==> src/rtl/core/mse_pkg.sv <==
// ----------------------------------------------------------------------------
// mse_pkg
// Shared codes, item and result types of the instruction executor.
// ----------------------------------------------------------------------------
package mse_pkg;

  localparam logic [4:0] KIND_NOP  = 5'd0;
  localparam logic [4:0] KIND_ADD  = 5'd1;
  localparam logic [4:0] KIND_SUB  = 5'd2;
  localparam logic [4:0] KIND_SW   = 5'd3;
  localparam logic [4:0] KIND_LW   = 5'd4;
  localparam logic [4:0] KIND_LI   = 5'd5;
  localparam logic [4:0] KIND_J    = 5'd6;
  localparam logic [4:0] KIND_ADDI = 5'd7;
  localparam logic [4:0] KIND_MOVE = 5'd8;
  localparam logic [4:0] KIND_ADDU = 5'd9;
  localparam logic [4:0] KIND_MUL  = 5'd10;
  localparam logic [4:0] KIND_AND  = 5'd11;
  localparam logic [4:0] KIND_ANDI = 5'd12;
  localparam logic [4:0] KIND_NOR  = 5'd13;
  localparam logic [4:0] KIND_OR   = 5'd14;
  localparam logic [4:0] KIND_XOR  = 5'd15;
  localparam logic [4:0] KIND_XORI = 5'd16;
  localparam logic [4:0] KIND_BEQ  = 5'd17;
  localparam logic [4:0] KIND_BLT  = 5'd18;
  localparam logic [4:0] KIND_BLE  = 5'd19;
  localparam logic [4:0] KIND_BGT  = 5'd20;
  localparam logic [4:0] KIND_BGE  = 5'd21;
  localparam logic [4:0] KIND_BNE  = 5'd22;

  localparam logic [4:0]  REG_PC  = 5'd31;
  localparam logic [31:0] PC_STEP = 32'd4;

  localparam logic [1:0] MACC_NONE  = 2'd0;
  localparam logic [1:0] MACC_STORE = 2'd1;
  localparam logic [1:0] MACC_LOAD  = 2'd2;

  localparam int unsigned QuotW = 12;

  typedef enum logic [2:0] {
    CLS_NOP,
    CLS_ALU,
    CLS_STORE,
    CLS_LOAD,
    CLS_JUMP,
    CLS_BRANCH
  } cls_e;

  typedef struct packed {
    logic [4:0]       kind;
    cls_e             cls;
    logic [4:0]       rd;
    logic [4:0]       ra;
    logic [4:0]       rb;
    logic [31:0]      imm;
    logic [11:0]      idx;
    logic [QuotW-1:0] quot;
    logic [31:0]      target;
    logic [31:0]      offset;
  } item_t;

  typedef struct packed {
    logic        reg_written;
    logic [4:0]  written_reg;
    logic [31:0] written_value;
    logic [1:0]  mem_access;
    logic [31:0] mem_word;
    logic        branch_taken;
    logic [31:0] counter_after;
  } res_t;

  typedef struct packed {
    logic clearing;
    logic busy;
    logic start;
  } back_st_t;

endpackage

==> src/rtl/core/mse_front.sv <==
// ----------------------------------------------------------------------------
// mse_front
// Classify an incoming instruction and precompute its memory word quotient.
// ----------------------------------------------------------------------------
module mse_front import mse_pkg::*; #(
  parameter int unsigned MEM_WORDS = 4096
) (
  input  logic [4:0]  kind_i,
  input  logic [4:0]  dest_reg_i,
  input  logic [4:0]  src_reg_a_i,
  input  logic [4:0]  src_reg_b_i,
  input  logic [31:0] immediate_i,
  input  logic [11:0] mem_index_i,
  input  logic [31:0] jump_target_i,
  input  logic [31:0] branch_offset_i,
  output item_t       item_o
);

  localparam int unsigned Recip = ((1 << 24) + MEM_WORDS - 1) / MEM_WORDS;

  logic [32:0] prod;
  cls_e        cls;

  assign prod = 33'(mem_index_i) * 33'(Recip);

  always_comb begin
    unique case (kind_i) inside
      KIND_ADD, KIND_SUB, KIND_LI, KIND_ADDI, KIND_MOVE, KIND_ADDU, KIND_MUL,
      KIND_AND, KIND_ANDI, KIND_NOR, KIND_OR, KIND_XOR, KIND_XORI: cls = CLS_ALU;
      KIND_SW:                                                     cls = CLS_STORE;
      KIND_LW:                                                     cls = CLS_LOAD;
      KIND_J:                                                      cls = CLS_JUMP;
      KIND_BEQ, KIND_BLT, KIND_BLE, KIND_BGT, KIND_BGE, KIND_BNE:  cls = CLS_BRANCH;
      default:                                                     cls = CLS_NOP;
    endcase
  end

  always_comb begin
    item_o.kind   = kind_i;
    item_o.cls    = cls;
    item_o.rd     = dest_reg_i;
    item_o.ra     = src_reg_a_i;
    item_o.rb     = src_reg_b_i;
    item_o.imm    = immediate_i;
    item_o.idx    = mem_index_i;
    item_o.quot   = QuotW'(prod[32:24]);
    item_o.target = jump_target_i;
    item_o.offset = branch_offset_i;
  end

endmodule

==> config.mk <==
export PLATFORM = sky130hd
export DESIGN_NAME = mse_front
export DESIGN_NICKNAME = d
export VERILOG_FILES = /design/src/rtl/core/mse_pkg.sv /design/src/rtl/core/mse_front.sv
export SDC_FILE = /design/constraint.sdc
export NUM_CORES = 1
export LEC_CHECK = 0
export BUFFER_PORTS_ARGS = -buffer_cell sky130_fd_sc_hd__buf_2
export CORE_AREA = 2 2 106 108
export DETAILED_ROUTE_END_ITERATION = 10
export DIE_AREA = 0 0 108 110
export PLACE_DENSITY = 0.46
export SLEW_MARGIN = 10
export SYNTH_ARGS = -nofsm -noshare
export SYNTH_HDL_FRONTEND = slang
export SYNTH_SLANG_ARGS = --single-unit
==> constraint.sdc <==
create_clock -name vclk -period 1.55
set_input_delay 0.31 -clock vclk [all_inputs]
set_output_delay 0.31 -clock vclk [all_outputs]
set_load 0.02 [all_outputs]
Word level (Yosys, flattened, before mapping)
Cells that the tools add are included.
{ "op_classes": {"n_reduce_logical": 2, "n_mux": 1, "n_eq_ne": 22} }
{ "op_table": {"columns": ["cell", "n"], "rows": [
  ["5-bit by 4-bit equality test with 1-bit output, second input constant", 8],
  ["5-bit equality test, second input constant", 7],
  ["5-bit by 3-bit equality test with 1-bit output, second input constant", 4],
  ["3-bit one-hot mux with 5 select lines", 1],
  ["13-bit OR reduction", 1],
  ["5-bit by 2-bit equality test with 1-bit output, second input constant", 2],
  ["6-bit OR reduction", 1],
  ["5-bit by 1-bit equality test with 1-bit output, second input constant", 1]
]} }
{ "word_totals": {"word_cells": 25, "ff_bits": 0} }

Longest topological paths before layout
Gate-level depths: netlist of run 1.
{ "depth": {"depth_word": 3, "ltp_mapped": 3, "ltp_nobuf": 3} }

Worst setup path before layout of run 1
OpenSTA, ideal clock, no wires.
{ "synth_timing": {"path_type": "input -> output", "startpoint": "input kind_i[2]", "endpoint": "output item_o[136] in the netlist's numbering", "arrival_time_ns": 1.006, "slack_ns": 0.234, "stages": 3, "path_cell_list": "and3b_2 a21oi_1 nor3_1"} }
{ "synth_lines": {"columns": ["item", "line", "rtl"], "rows": [
  ["start: declaration", "mse_front.sv:8", "input logic [4:0] kind_i,"],
  ["end: declaration", "mse_front.sv:16", "output item_t item_o"]
]} }

==> flow_summary_export.csv, run 1 <==
group,metric,value,unit
status,outcome,"complete, no violations",
route,first_pass_iters,2,
sta,fin_crit_sh,0.914,
sta,rsz0062_at_grt,"false",
global_routing,met2_usage,0.0458,
worst_setup_path,cp_data_arrival_time,1110,ps
finish,fin_nets,169,
synth,netlist.area_leader.share,0.914,
finish,diodes,0,
clock_tree,cts_setup_buffers,0,
floorplan,die_x,108,µm
route,drt_iter0_markers,21,
finish,utilization,0.0356,
route,ant_nets,0,
global_routing,busiest_layer,"met4",
synth,synthCells,155,
worst_setup_path,start_kind,"input pin",
clock_tree,postCtsHoldBufs,0,
synth,syn-cell-area,0.00115,mm²
finish,fill_cells,1274,
global_routing,antenna_found_initial,0,
finish,area_delta_synth_final,-66.9,%
route,vias,373,
placed_design,dp_hpwl,1740,µm
route,route.detailed.drc,0,
route,avgViaCountPerCell,2.08,
sta,setup_ws,133,ps
finish,clkbuf_count,0,
floorplan,coreArea,0.0107,mm²
sta,clock.fmax,706,MHz
synth,syn_avg_cell_area,7.42,µm²
min_path,min_path_type,"in -> out",
sta,slew_viol_final,0,
synth,yosysSeqAreaShare,0,
global_routing,track_usage,0.0294,
worst_setup_path,cp-end-kind,"primary output",
power_and_ir_drop,fin_total_pwr,86.1,µW
power_and_ir_drop,p_leak,0.124,nW
placed_design,io_buffers,13,
finish,regArea,0,µm²
flow_run,max-cap-violations,0,
worst_setup_path,critPathRequiredTime,1240,ps
placed_design,place.gp.congestion,0.436,
sta,setup_viol,0,
floorplan,rows,38,
global_routing,grt_pass1_wl,2490,µm
floorplan,die_area,0.0119,mm²
worst_setup_path,critPathKind,"in -> out",
global_routing,first_global_vias,377,
route,routed_wl,2060,µm
sta,period_minus_slack,1420,ps
synth,synth_commonest_cells,"buf_4, a21oi_1, nor2_1, nor3_1",
route,wl_per_cell,11.5,µm
floorplan,die_h,110,µm
synth,yosys-top-cells-area,"buf_4, a21oi_1, nor4_2",
floorplan,start_util,0.107,
worst_setup_path,cp_max_fo,8,
global_routing,grt_max_degree,9,
floorplan,io_pins,271,
global_routing,grt.overflow.total,0,
global_routing,gr-usage-met1,0.00352,
synth,synth_warnings,0,
finish,drive_above_1_share,0.410,
power_and_ir_drop,p_per_area,226,mW/mm²
sta,finalHoldViolCount,0,
power_and_ir_drop,ir_drop,0.0478,mV
sta,fin_tns_setup,0,ps
synth,yosysTopAreaCell,"buf_4",
synth,synth_cell_types,12,
global_routing,met3_usage,0.0270,
synth,yosysMostFrequentCell,"buf_4",
placed_design,pre_cts_ws,133,ps
clock_tree,ctsResizeCount,0,
finish,seq_cells,0,
-- cells in the final DEF, fill, tap and decap left out --
master	instances
xor2_1	1
o21ai_1	1
buf_2	13
and3b_2	1
conb_1	12
nor4_2	1
o21a_1	1
nor3_1	2
nor2_1	2
nand3b_1	1
a21oi_1	3
and3_4	1
-- layout make-up --
class                      instances  area (µm²)  area share
multi-input combinational         26         140       0.368
tap                              140         175       0.461
timing repair buffer              13        65.1       0.171
-- worst paths after layout --
path | from | to | slack [ps] | cells after the start
worst max-delay path | kind_i[1] | item_o[135] | 130 | 5
worst min-delay path | dest_reg_i[3] | item_o[133] | 620 | 0
-- stage by stage --
stage,instance area (µm²),std cells,hold WS [ps]
global placement,380,179,620
finish,380,179,620
global route,380,179,620
detailed placement,380,179,620
floorplan,1190,166,672
CTS,380,179,620
-- cells by family (layout without fill, tap and decap cells) --
kind of cell | count (synthesis) | after routing | share of synthesized area
and+or+nand+nor | 8 | 8 | 0.0511
other | 1 | 12 | 0.00326
buffers and inverters | 140 | 13 | 0.914
xor gates and xnor gates | 1 | 1 | 0.00762
AOI/OAI and AO/OA | 5 | 5 | 0.0239
-- metal layers --
| layer | vias up | part of all wire |
|---|---|---|
| met3 | 60 | 0.26 |
| met2 | 90 | 0.42 |
| li1 | 93 | - |
| met4 | 0 | 0.25 |
| met5 | - | 0 |
| met1 | 130 | 0.078 |
-- worst max-delay path, stage by stage --
cell and delay, ps:
buf_2 140, and3_4 190, o21a_1 160, a21oi_1 120, buf_2 180
-- power breakdown --
group	internal (mW)	switching [mW]
Sequential	0	0
Combinational	0.0222	0.0639
Clock	0	0
No activity file was read; power rests on OpenSTA's default activity.
==> run 2: changes to the inputs <==
BUFFER_PORTS_ARGS = default   (was -buffer_cell sky130_fd_sc_hd__buf_2)
DONT_BUFFER_PORTS = 1   (was default)
PLACE_DENSITY = 0.3   (was 0.46)
==> flow_summary_export.csv, run 2 (synthesis gave the netlist of run 1 again) <==
group,metric,value,unit
sta,fin_tns_setup,0,ps
worst_setup_path,crit_chain,"and3_4 > nor4_2 > buf_4",
global_routing,antenna_found_initial,0,
worst_setup_path,critPathKind,"in -> out",
sta,period_minus_slack,1220,ps
route,route.detailed.drc,0,
sta,fin_crit_sh,0.785,
placed_design,place.gp.congestion,0.428,
power_and_ir_drop,switching_share,0.713,
floorplan,rows,38,
sta,slew_viol_final,0,
power_and_ir_drop,clockPowerShare,0,
sta,finalHoldViolCount,0,
clock_tree,cts_setup_buffers,0,
floorplan,coreArea,0.0107,mm²
power_and_ir_drop,p_leak,0.0859,nW
route,ant_nets,0,
global_routing,grt_max_degree,9,
worst_setup_path,cp_data_arrival_time,910,ps
global_routing,first_global_vias,322,
worst_setup_path,cp-end-kind,"primary output",
finish,final_cell_mix,"conb_1, a21oi_1, buf_4",
finish,diodes,0,
min_path,hold_depth,0,
placed_design,dpl.cell_count,169,
power_and_ir_drop,p_per_area,168,mW/mm²
finish,clkbuf_count,0,
sta,whs,620,ps
clock_tree,ctsResizeCount,0,
floorplan,die_h,110,µm
placed_design,io_buffers,0,
route,avgViaCountPerCell,1.94,
route,drt_iter0_markers,8,
clock_tree,postCtsHoldBufs,0,
finish,fin_nets,159,
route,wl_per_cell,9.90,µm
power_and_ir_drop,p_switching,40.5,µW
global_routing,track_usage,0.0213,
route,vias,328,
floorplan,start_util,0.107,
sta,setup_viol,0,
finish,area_delta_synth_final,-70.6,%
power_and_ir_drop,power_frac_seq,0,
finish,layout_commonest_cell,"conb_1",
placed_design,pre_cts_ws,332,ps
status,outcome,"complete, no violations",
power_and_ir_drop,ir_drop,0.0354,mV
route,routed_wl,1670,µm
power_and_ir_drop,internal_power,16.3,µW
finish,regArea,0,µm²
worst_setup_path,crit_buf_inv,1,
finish,seq_cells,0,
worst_setup_path,cp_max_fo,8,
sta,rsz0062_at_grt,"false",
min_path,min_to,"item_o[34]",
flow_run,max-cap-violations,0,
route,first_pass_iters,3,
worst_setup_path,slowest_delay,250,ps
global_routing,grt.overflow.total,0,
floorplan,die_area,0.0119,mm²
worst_setup_path,crit_slowest_cell,"nor4_2",
floorplan,die_x,108,µm
global_routing,grt_pass1_wl,1890,µm
min_path,min_path_type,"in -> out",
min_path,min_from,"jump_target_i[2]",
power_and_ir_drop,comb_power_share,1.000,
worst_setup_path,start_kind,"input pin",
worst_setup_path,path_delay_family,"simple AND/OR/NAND/NOR gates",
worst_setup_path,critPathRequiredTime,1240,ps
sta,setup_ws,333,ps
finish,drive_above_1_share,0.207,
finish,finalNonFillerCells,169,
sta,clock.fmax,821,MHz
floorplan,io_pins,271,
run 2: cell count changes in the layout (fill, tap and decap cells not counted), sizes merged:
cell	delta
buf	-10
run 2: layout make-up:
class / instances / area, µm²
fill: 1277 / 10400
tap: 140 / 175
timing repair buffer: 3 / 22.5
multi-input combinational: 26 / 140
run 2: per-stage QoR:
stage | instance area [µm²] | power [mW] | util
floorplan | 1190 | 0.553 | -
global placement | 338 | 0.0560 | 0.0316
detailed placement | 338 | 0.0563 | 0.0316
CTS | 338 | 0.0563 | 0.0316
global route | 338 | 0.0604 | 0.0316
finish | 338 | 0.0568 | 0.0316
run 2: how the worst max path moves through the flow:
stage | to | from | slack, ps | cells past startpoint
2_1_floorplan | item_o[136] | kind_i[2] | 230 | 3
3_3_place_gp | item_o[135] | kind_i[1] | 350 | 4
3_5_place_dp | item_o[137] | kind_i[1] | 330 | 3
4_1_cts | item_o[137] | kind_i[1] | 330 | 3
5_1_grt | item_o[137] | kind_i[1] | 300 | 3
6_report | item_o[137] | kind_i[1] | 330 | 3
run 2: power by group through the flow:
stage               Clock, mW  Sequential [mW]  Combinational (mW)
floorplan                   0                0               0.553
global placement            0                0              0.0560
global route                0                0              0.0604
detailed placement          0                0              0.0563
CTS                         0                0              0.0563
finish                      0                0              0.0568
run 2: routing by layer:
metal  GRT usage  up-vias  wire length (µm)
met2      0.0283       83               642
met5           0        -                 0
met1     0.00176      115               150
met4      0.0687        0               433
li1            -       72                 -
met3      0.0170       58               447
