File: config.mk
export PLATFORM = sky130hd
export DESIGN_NAME = mse_fifo
export DESIGN_NICKNAME = d
export VERILOG_FILES = /design/src/rtl/core/mse_fifo.sv
export SDC_FILE = /design/constraint.sdc
export NUM_CORES = 1
export LEC_CHECK = 0
export BUFFER_PORTS_ARGS = -buffer_cell sky130_fd_sc_hd__buf_2
export CAP_MARGIN = 20
export CORE_MARGIN = 2
export CORE_UTILIZATION = 36
export DETAILED_ROUTE_END_ITERATION = 8
export PLACE_DENSITY = 0.61
export RECOVER_POWER = 100
export SLEW_MARGIN = 20
export SYNTH_ARGS = -nofsm -noshare
export SYNTH_HDL_FRONTEND = slang
export SYNTH_SLANG_ARGS = --single-unit
File: constraint.sdc
create_clock -name clk_i -period 1.7 [get_ports clk_i]
set_input_delay 0.085 -clock clk_i [delete_from_list [all_inputs] [get_ports clk_i]]
set_output_delay 0.085 -clock clk_i [all_outputs]
set_load 0.02 [all_outputs]
File: src/rtl/core/mse_fifo.sv
// ----------------------------------------------------------------------------
// mse_fifo
// Two-entry queue with registered storage.
// ----------------------------------------------------------------------------
module mse_fifo #(
  parameter int unsigned W = 8
) (
  input  logic         clk_i,
  input  logic         rst_ni,
  input  logic         push_i,
  input  logic [W-1:0] data_i,
  output logic         full_o,
  input  logic         pop_i,
  output logic [W-1:0] data_o,
  output logic         empty_o
);

  logic [W-1:0] ent_q [2];
  logic         wp_q, wp_d, rp_q, rp_d;
  logic [1:0]   cnt_q, cnt_d;
  logic         do_push, do_pop;

  assign full_o  = (cnt_q == 2'd2);
  assign empty_o = (cnt_q == 2'd0);
  assign data_o  = ent_q[rp_q];
  assign do_push = push_i && !full_o;
  assign do_pop  = pop_i && !empty_o;

  always_comb begin
    wp_d  = do_push ? ~wp_q : wp_q;
    rp_d  = do_pop ? ~rp_q : rp_q;
    cnt_d = cnt_q + {1'b0, do_push} - {1'b0, do_pop};
  end

  always_ff @(posedge clk_i or negedge rst_ni) begin
    if (!rst_ni) begin
      wp_q  <= 1'b0;
      rp_q  <= 1'b0;
      cnt_q <= 2'd0;
    end else begin
      wp_q  <= wp_d;
      rp_q  <= rp_d;
      cnt_q <= cnt_d;
    end
  end

  always_ff @(posedge clk_i) begin
    if (do_push) begin
      ent_q[wp_q] <= data_i;
    end
  end

endmodule

---- After elaboration in Yosys (flattened, before gate mapping) ----
Memory sizes are Yosys's and may differ from the RTL's.
Cells that the tools add are included.
storage, ports and cells
  register bits ........................... 4
  RAM bits ................................ 16
  input port bits ......................... 12
  word-level logic and storage cells ...... 16
  memories ................................ 1
memories
  name   words  bits a word  rd ports  clocked after Yosys merged registers in  wr ports  line  RTL
  ent_q  2      8            1         0                                        1         18    logic [W-1:0] ent_q [2];
operators by class
  add/sub/neg operators ................... 2
  equality and inequality tests ........... 1
  mux-type cells .......................... 2
  bitwise operators ....................... 2
  reduce and logical (&&, ||, !) cells .... 5
operator list
  kind                                         number
  adder 2 x 1 -> 2 bit                         1
  equality test 2 bit (second input constant)  1
  logical AND 1 bit                            2
  zero test 1 bit                              2
  zero test 2 bit                              1
  two-way mux 1 bit                            2
  inverter 1 bit                               2
  subtractor 2 x 1 -> 2 bit                    1

---- Logic depth before layout (Yosys ltp) ----
Gate-level depths: netlist (run 1).
  word-level depth ........................ 5
  depth in mapped cells ................... 7

---- Least setup slack after synthesis (run 1) ----
No wires, ideal clock.
  path type ............................... reg-to-reg
  from .................................... reg cnt_q[1]
  to ...................................... reg cnt_q[1]
  arrival ................................. 1.572 ns
  data required time ...................... 1.577 ns
  slack ................................... 0.006 ns
  cell stages (with the launch flop) ...... 8
  period minus slack after synthesis ...... 1.694 ns
  cell sequence ........................... dfrtp_1 -> nor2_1 -> nor2b_2 -> ha_1 -> inv_1 -> ha_1 -> xnor2_1 -> xnor2_1
RTL lines
  what                       line  RTL
  start, declared            20    logic [1:0] cnt_q, cnt_d;
  start signal, assigned     43    cnt_q <= cnt_d;
  zero test 2 bit            24    assign empty_o = (cnt_q == 2'd0);
  net empty_o                15    output logic empty_o
  zero test 1 bit            27    assign do_pop = pop_i && !empty_o;
  logical AND 1 bit          27
  net do_pop                 21    logic do_push, do_pop;
  subtractor 2 x 1 -> 2 bit  32    cnt_d = cnt_q + {1'b0, do_push} - {1'b0, do_pop};
  net cnt_d[1]               20
The timed path passes the listed nets, and every way through them passes these cells.
A chain may end at the register's enable or synchronous reset.

---- Worst setup path after layout (run 1) ----
  from .................................... reg cnt_q[1]
  to ...................................... reg cnt_q[1]
between the ends
  cells in the longest elaborated chain, start to end .. 5
ends and longest elaborated chain
  what                           line  RTL
  equality test 2 bit            23    assign full_o = (cnt_q == 2'd2);
  zero test 1 bit                26    assign do_push = push_i && !full_o;
  logical AND 1 bit              26
  adder 2 x 1 -> 2 bit           32
  subtractor 2 x 1 -> 2 bit (*)  32
  net cnt_d[1]                   20
Mark *: on every way through the listed nets, which the timed path passes. The rest lies on a longest branch.

==> results of run 1 <==
==> synthesized netlist by cell type <==
cell | count | area (um2)
sky130_fd_sc_hd__buf_2 | 1 | 5.00
sky130_fd_sc_hd__xnor2_1 | 3 | 26.3
sky130_fd_sc_hd__xor2_1 | 1 | 8.76
sky130_fd_sc_hd__dfrtp_1 | 4 | 100
sky130_fd_sc_hd__nand2_1 | 1 | 3.75
sky130_fd_sc_hd__inv_1 | 2 | 7.51
sky130_fd_sc_hd__mux2_2 | 8 | 90.1
sky130_fd_sc_hd__ha_1 | 2 | 25.0
sky130_fd_sc_hd__nor2_1 | 2 | 7.51
sky130_fd_sc_hd__nand2b_1 | 1 | 6.26
sky130_fd_sc_hd__and3_1 | 1 | 6.26
sky130_fd_sc_hd__edfxtp_1 | 16 | 480
sky130_fd_sc_hd__nor2b_2 | 1 | 8.76
==> logic make-up (layout without fill, tap and decap cells) <==
kind of cell,count (synthesis),in the layout,synth area share
flops,20,20,0.748
mux,8,8,0.116
simple gates,6,6,0.0419
xor+xnor,4,4,0.0452
buf+inv,3,38,0.0161
fa+ha+maj,2,2,0.0323
==> timing repair <==
action	4_1_cts	5_1_grt
endpoints found under the setup margin	0	0
endpoints found under the hold margin	20	0
hold buffers	9	0
==> worst max-delay path, delay by kind of cell, from the launching register on <==
family	cells	cell delay, ns
and+or+nand+nor	2	0.24
DFF	1	0.42
xor gates and xnor gates	2	0.29
adders and majority gates	2	0.47
buffers and inverters	1	0.04
==> per-stage QoR <==
step / setup slack [ns] / total power, mW / util
5_1_grt: 0.0344 / 1.67 / 0.505
6_report: 0.170 / 1.56 / 0.505
2_1_floorplan: 0.00578 / 1.21 / -
3_5_place_dp: 0.186 / 1.40 / 0.462
3_3_place_gp: 0.201 / 1.39 / 0.462
4_1_cts: 0.164 / 1.62 / 0.520
==> final timing paths <==
kind | startpoint | endpoint | cells past startpoint
max reg2reg | cnt_q[1] | cnt_q[1] | 7
min | push_i | wp_q | 3
max in group asynchronous | rst_ni | rp_q | 2
min in group asynchronous | rst_ni | cnt_q[0] | 2
min reg2reg | wp_q | wp_q | 1
max | cnt_q[1] | cnt_q[1] | 7
==> state kept, by name, summed over array words and instances (netlist names) <==
signal	count
wp_q	1
ent_q	16
rp_q	1
cnt_q	2
==> cell type report <==
class / instances / area, um2
repair buffers: 32 / 183
clock inverters: 1 / 3.75
clock buffers: 3 / 22.5
inverters: 2 / 7.51
well taps: 27 / 33.8
flip-flops and latches: 20 / 581
multi-input cells: 20 / 180
fillers: 195 / 991
==> where the power goes <==
group | switching, mW | total (mW) | internal (mW)
clock network | 0.127 | 0.212 | 0.0851
registers | 0.0873 | 0.772 | 0.685
logic | 0.329 | 0.575 | 0.246
==> metal layers <==
metal / vias to the layer above / track usage / part of all wire
met5: - / 0 / 0
met2: 10 / 0.167 / 0.47
met1: 209 / 0.114 / 0.47
li1: 227 / - / -
met4: 0 / 0.0541 / 0.013
met3: 2 / 0.0357 / 0.039
==> flow_results.org, run 1 <==
** CTS
- In this run, post-CTS repair resized a total of 0 instances.
- TritonCTS built the clock tree.
- Latest clock arrival within the worst-skew pair :: between 0.2 and 0.3 ns
- The tree is rooted in a sky130_fd_sc_hd__clkbuf_4.
- CTS Buffer Depth :: 2
- After clock tree synthesis, the clock-pin slew on the worst setup and hold paths is roughly 0.10 ns.
- Post-CTS setup buffer count :: 0
- The clock drives 20 sinks.
- TritonCTS Buffers :: 3
- In this run the number of H-tree levels came out at 1.

** Setup path
- Path type of the worst setup path :: reg -> reg
- The largest single stage delay on the critical path is roughly 0.42 ns.
- For the worst setup path, the data required time is 1.92 ns.
- The worst register-to-register path has a setup slack of between 0.15 and 0.2 ns.
- In this run the worst path has a maximum fanout of 3.
- Cell at the slowest stage of the critical path :: sky130_fd_sc_hd__dfrtp_1
- STA classifies the critical path startpoint as a flop.
- STA classifies the critical path endpoint as a flop.
- Critical Path AT :: between 1.5 and 2 ns
- Chain of cells forming the critical path :: nand2b_1 -> nand2_1 -> ha_1 -> inv_1 -> ha_1 -> xnor2_1 -> xnor2_1

** Floorplanning
- The floorplan step set the die width to approximately 50 um.
- Placeable core region :: between 2000 and 2500 um2
- 22 I/O pins were placed.
- For this configuration, the core starts out at a cell density of 0.388.
- The floorplan has 16 rows.
- The die is approximately 50 um tall.
- The die covers between 2000 and 3000 um2.

** Yosys
- During synthesis, Yosys emitted a total of 0 warnings.
- Counting flops and latches in the post-synthesis netlist gives 20.
- Post-synthesis instance area :: between 700 and 800 um2
- Gate Count Post-Synth :: 43
- When the netlist entered floorplanning its net count stood at 57.
- Of the synthesized area, sequential elements account for 0.748.
- The netlist uses 13 different library cells.
- A synthesized cell averages roughly 18 um2.

** GRT
- Gr ovfl total :: 0
- The number of antenna violations at the first check in global routing came to 0.
- First-pass GRT wire length :: 1820 um
- The via count of the first global-routing pass is about 440.
- Entering global routing, the biggest net connects 12 pins.
- Tot GR Track Use :: 0.101

** Final layout
- The library cells used most frequently in the layout, excluding fill and tap cells, are 18 x sky130_fd_sc_hd__clkbuf_1, 16 x sky130_fd_sc_hd__edfxtp_1, 9 x sky130_fd_sc_hd__dlygate4sd3_1.
- Non-filler instance count after layout :: ~110
- P&R area growth vs syn :: 30.3%
- The number of antenna diodes in the final layout is 0.
- With fillers left out, the area of the finished cells amounts to slightly above 1000 um2.
- The final layout contains 93 nets.
- Of the cells placed in the final design, the portion with a size suffix greater than 1 is 0.205.
- Leaving out fill and tap cells, the most frequent cell in the layout is sky130_fd_sc_hd__clkbuf_1.

** Route
- Drt via density :: about 4.3
- DRC errors left :: 0
- Final ANT Viol Nets :: 0
- The first routing iteration left 4 violations.
- Total via count in the routed design :: between 400 and 500
- Total routed wirelength :: approximately 1100 um
- Pre-antenna DRT Iters :: 2
- In the final routed layout, each cell accounts on average for a little over 10 um.

** Place
- Inst Count DP :: approximately 90
- Post-detailed-placement half-perimeter wirelength :: roughly 780 um
- The congestion estimate from routability-driven global placement came to 0.703.
- The count of buffers added on input and output ports is 21.
- Area after DPL :: 925 um2

** Power
- Leak :: roughly 0.38 nW
- In this run the power density over the cells is around 1500 nW/um2.
- IR drop worst, VDD :: a little under 0.0008 V

** Timing
- Subtracting the final worst setup slack from the clock period gives ~1.5 ns.
- Actual slew at the worst max-slew pin :: approximately 0.39 ns
- Setup repair after global routing left no endpoint under its margin.
- Clock tree skew after final layout :: 0.00370 ns
- Share of the clock period used by the worst path :: 0.900
- The number of max-slew violations in the final report came to 0.
- Worst rel slew slack :: 0.743
- Worst hold slack :: ~0.12 ns
- Maximum achievable frequency :: 654 MHz
- Setup violations remaining at the end of the flow were counted as 0.
- Adding up every negative setup slack in the final design gives 0 ns.
- The number of failing hold endpoints at the final stage came to 0.

** Status
- The flow ran to the end, and the final reports show no timing, DRC or antenna violations.

** Job
- Max_cap viols :: 0

** Hold path
- In this run the worst hold path is classified as in -> reg.
(Power assumes the default switching activity.)
==> run 2: changes to the inputs <==
ABC_AREA = 1   (was not set)
GPL_TIMING_DRIVEN = 0   (was not set)
PLACE_DENSITY = 0.6   (was 0.61)
SKIP_LAST_GASP = 1   (was not set)
==> flow_results.org, run 2 <==
** Status
- Result of the run :: completed (unchanged)

** Power
- Power per unit of standard cell area :: 1560 nW/um2 (was 1540 nW/um2)
- The part of the total power dissipated in combinational logic was 0.432 (was 0.369).
- Part of the power in registers :: 0.435 (was 0.495)
- Relative contribution of the clock network to total power :: 0.132 (was 0.136)
- Switch share :: 0.399 (was 0.349)
- Psw :: 0.665 mW (was 0.544 mW)
- IR drop worst, VDD :: 0.000854 V (was 0.000772 V)
- Internal power summed over all cells :: 1.00 mW (was 1.02 mW)
- The cell leakage power is 0.511 nW (was 0.377 nW).

** Final layout
- The total non-filler cell area in the finished layout is 1070 um2 (was 1010 um2).
- The number of fill cells in the layout was 217 (was 195).
- Largest Register :: ent_q (unchanged)
- P&R area growth vs syn :: 28.5% (was 30.3%)
- Most common cell after layout, fill and taps aside :: sky130_fd_sc_hd__nand2_1 (was sky130_fd_sc_hd__clkbuf_1)
- Final design utilization :: 0.487 (was 0.505)
- Top Registers: ent_q (16), cnt_q (2) (unchanged).
- Non-filler instance count after layout :: 137 (was 105)
- The final antenna diode count is 0 (unchanged).
- The number of nets in the finished design is 124 (was 93).
- Number of flip-flops in the largest register :: 16 (unchanged)
- Commonest non-fill, non-tap cells in the layout :: 37 x sky130_fd_sc_hd__nand2_1, 16 x sky130_fd_sc_hd__edfxtp_1, 10 x sky130_fd_sc_hd__inv_1 (was 18 x sky130_fd_sc_hd__clkbuf_1, 16 x sky130_fd_sc_hd__edfxtp_1, 9 x sky130_fd_sc_hd__dlygate4sd3_1)
- Share of cells above drive strength 1 :: 0.174 (was 0.205)

** Floorplanning
- The vertical die dimension was 52.0 um (was 50.4 um).
- Placeable core region :: 2190 um2 (was 2000 um2)
- Number of core rows :: 17 (was 16)
- Die outline area :: 2710 um2 (was 2540 um2)
- Number of ports placed on the die boundary :: 22 (unchanged)
- The die outline width is 52.0 um (was 50.4 um).
- Effective utilization at floorplan :: 0.379 (was 0.388)

** CTS
- The clock latency of the later-clocked register in the worst-skew pair came to 0.29 ns (was 0.28 ns).
- Post_cts resized :: 0 (unchanged)
- The CTS buffer count came to 3 (unchanged).
- CTS Buffer Depth :: 2 (unchanged)
- H-Tree Depth :: 1 (unchanged)
- Clock sink count :: 20 (unchanged)
- Clock slew at the register clock pins of the worst setup and hold paths :: 0.10 ns (about the same)
- The clock tree from TritonCTS was yes (unchanged).
- Cell at the root of the clock tree :: sky130_fd_sc_hd__clkbuf_4 (unchanged)

** Setup path
- Chain of cells forming the critical path: nand2_1 -> nand2_1 -> nor2_1 (was nand2b_1 -> nand2_1 -> ha_1 -> inv_1 -> ha_1 -> xnor2_1 -> xnor2_1).
- The type of destination of the critical path is a flop (unchanged).
- The number of buffers and inverters on the critical path is 0 (was 1).
- Worst Path Max Fanout :: 8 (was 3)
- Most common cell on crit path :: sky130_fd_sc_hd__nand2_1
- The endpoint arrival time on the critical path came to 1.48 ns (was 1.75 ns).
- Path type of the worst setup path :: reg -> reg (unchanged)
- The slowest stage cell on the critical path is sky130_fd_sc_hd__nor2_1 (was sky130_fd_sc_hd__dfrtp_1).
- Kind of cell adding the most delay to the critical path :: simple AND/OR/NAND/NOR gates (was adder cells)
- Worst endpoint required time :: 1.63 ns (was 1.92 ns)
- The launching element type of the critical path is a flop (unchanged).
- The start point of the critical path is cnt_q[1] (unchanged).
- The highest cell delay on the worst timing path was 0.57 ns (was 0.42 ns).
- Worst reg2reg path startpoint :: cnt_q[1] (unchanged)

** Route
- The highest routed metal layer is met4 (unchanged).
- Starting DRT DRC Count :: 5 (was 4)
- The count of unresolved DRC violations after routing is 0 (unchanged).
- Routed length on met3 :: 48 um (was 42 um)
- Drt via density :: 4.25 (was 4.27)
- M1 wire length :: 551 um (was 506 um)
- Final ANT Viol Nets :: 0 (unchanged)
- Wire length on met2 :: 671 um (was 509 um)
- The routed length per instance is 9.36 um (was 10.2 um).
- The sum of routed wire length over all layers came to 1280 um (was 1070 um).
- Pre-antenna DRT Iters :: 4 (was 2)
- Total via count in the routed design :: 582 (was 448)

** Yosys
- Number of unique standard cell types used by synthesis :: 12 (was 13)
- Leading post-synthesis cells by instance count :: 35 x sky130_fd_sc_hd__nand2_1, 16 x sky130_fd_sc_hd__edfxtp_1, 9 x sky130_fd_sc_hd__inv_1, 4 x sky130_fd_sc_hd__dfrtp_1 (was 16 x sky130_fd_sc_hd__edfxtp_1, 8 x sky130_fd_sc_hd__mux2_2, 4 x sky130_fd_sc_hd__dfrtp_1, 3 x sky130_fd_sc_hd__xnor2_1)
- The mean instance size in the synthesized netlist was 11.1 um2 (was 18.0 um2).
- #FFs+latches synth :: 20 (unchanged)
- Cell with the most instances after synthesis :: sky130_fd_sc_hd__nand2_1 (was sky130_fd_sc_hd__edfxtp_1)
- Portion of synthesized cell area occupied by the leading cell type :: 0.578 (was 0.619)
- Number of enable flip-flop cells after synthesis :: 16 (unchanged)
- Largest cells by area after synthesis :: sky130_fd_sc_hd__edfxtp_1 58%, sky130_fd_sc_hd__nand2_1 16%, sky130_fd_sc_hd__dfrtp_1 12% (was sky130_fd_sc_hd__edfxtp_1 62%, sky130_fd_sc_hd__dfrtp_1 13%, sky130_fd_sc_hd__mux2_2 12%)
- The synthesized netlist cell count came to 75 (was 43).
- Fraction of the yosys area taken by sequential cells :: 0.699 (was 0.748)
- The post-synth design cell area was 831 um2 (was 776 um2).
- The post-synth net total came to 89 (was 57).
- The cell taking the most area after synthesis is sky130_fd_sc_hd__edfxtp_1 (unchanged).
- The proportion of register bits with asynchronous set or reset after synthesis came to 0.200 (unchanged).
- Most instantiated flip-flop cell in the synthesis netlist :: sky130_fd_sc_hd__edfxtp_1 (unchanged)
- The yosys synthesis warning count was 0 (unchanged).

** Place
- Routability-driven placement congestion ratio :: 0.722 (was 0.703)
- The post-placement cell area is 971 um2 (was 925 um2).
- The count of port buffers added during placement was 21 (unchanged).
- Inst Count DP :: 124 (was 92)
- The worst slack at placement came to 0.171 ns (was 0.186 ns).
- The final HPWL from detailed placement was 893 um (was 778 um).

** Timing
- Max-slew violation count :: 0 (unchanged)
- Setup repair after global routing missed its margin :: no (unchanged)
- The final setup violation count came to 0 (unchanged).
- Setup slack after layout :: 0.148 ns (was 0.170 ns)
- The post-route clock period utilization is 0.913 (was 0.900).
- The worst relative slew slack was 0.512 (was 0.743).
- Clock tree skew after final layout :: 0.00113 ns (was 0.00370 ns)
- The pin slew with the least headroom to its limit was 0.730 ns (was 0.386 ns).
- The final setup TNS is 0 ns (unchanged).
- Final-report hold violation count :: 0 (unchanged)
- Final critical path time including I/O delays and setup :: 1.55 ns (was 1.53 ns)
- Maximum achievable frequency :: 645 MHz (was 654 MHz)

** Job
- Max_cap viols :: 0 (unchanged)

** Hold path
- The critical hold path startpoint is pop_i (was push_i).
- The worst hold path class is in -> reg (unchanged).

** GRT
- The maximum number of pins on one net before global-route repair came to 12 (unchanged).
- Tot GR Track Use :: 0.118 (was 0.101)
- Gr ovfl total :: 0 (unchanged)
- The via count of the first global-routing pass is 528 (was 441).
- First-pass GRT wire length :: 2150 um (was 1820 um)
- The number of antenna violations at the first check in global routing was 0 (unchanged).
run 2: changes by cell type after synthesis, moves of 2 or more:
cell / previous run / this run
sky130_fd_sc_hd__nand2_1: 1 / 35
sky130_fd_sc_hd__mux2_2: 8 / 0
sky130_fd_sc_hd__inv_1: 2 / 9
sky130_fd_sc_hd__xnor2_1: 3 / 0
sky130_fd_sc_hd__nand2_2: 0 / 2
sky130_fd_sc_hd__nand3_1: 0 / 2
run 2: cell type report:
type,count,area (um2),share of cell area
buffer,1,11.3,0.0106
clock buffer,4,26.3,0.0246
inverter,11,41.3,0.0387
multi-input combinational,43,188,0.176
sequential,20,581,0.544
tap,28,35.0,0.0328
timing repair buffer,30,185,0.174
run 2: power groups by stage:
stage | registers (mW) | clock network (mW) | logic [mW]
finish | 0.727 | 0.221 | 0.721
global route | 0.741 | 0.255 | 0.840
CTS | 0.726 | 0.230 | 0.772
detailed placement | 0.736 | 0 | 0.758
global placement | 0.734 | 0 | 0.740
floorplan | 0.728 | 0 | 0.543
run 2: logic make-up (layout without fill, tap and decap cells):
kind of cell / after synthesis / count (layout) / synth area share
simple gates: 41 / 41 / 0.202
flops: 20 / 20 / 0.699
buf+inv: 12 / 46 / 0.0693
fa+ha+maj: 2 / 2 / 0.0301
run 2: worst reg2reg max path: stages, from the launching register on:
cell	delay (ns)
sky130_fd_sc_hd__dfrtp_1	0.41
sky130_fd_sc_hd__nand2_1	0.11
sky130_fd_sc_hd__nand2_1	0.10
sky130_fd_sc_hd__nor2_1	0.57
run 2: timing repair:
| action | 4_1_cts | 5_1_grt |
|---|---|---|
| endpoints found under the hold margin | 20 | 0 |
| buffers inserted | 0 | 0 |
| hold buffers | 9 | 0 |
| setup endpoints to repair | 0 | 0 |
run 2: layer usage:
metal | track usage | vias to the layer above
met5 | 0 | -
met4 | 0.0833 | 0
met3 | 0.0431 | 2
met2 | 0.188 | 9
met1 | 0.130 | 263
li1 | - | 308
run 2: stage by stage:
stage / power, mW / hold WS (ns)
6_report: 1.67 / 0.0439
3_3_place_gp: 1.47 / -0.102
3_5_place_dp: 1.49 / -0.101
5_1_grt: 1.84 / 0.0370
2_1_floorplan: 1.27 / -0.211
4_1_cts: 1.73 / 0.0413
run 2: path summary, 6_finish.rpt:
check / slack (ns) / cells after the start / to
worst max-delay path: 0.15 / 3 / ent_q[1][7]
worst min-delay path: 0.04 / 3 / rp_q
worst max register to register: 0.15 / 3 / ent_q[1][7]
worst min register to register: 0.50 / 2 / wp_q
max in group asynchronous: 1.36 / 2 / cnt_q[1]
min in group asynchronous: 0.15 / 2 / cnt_q[0]
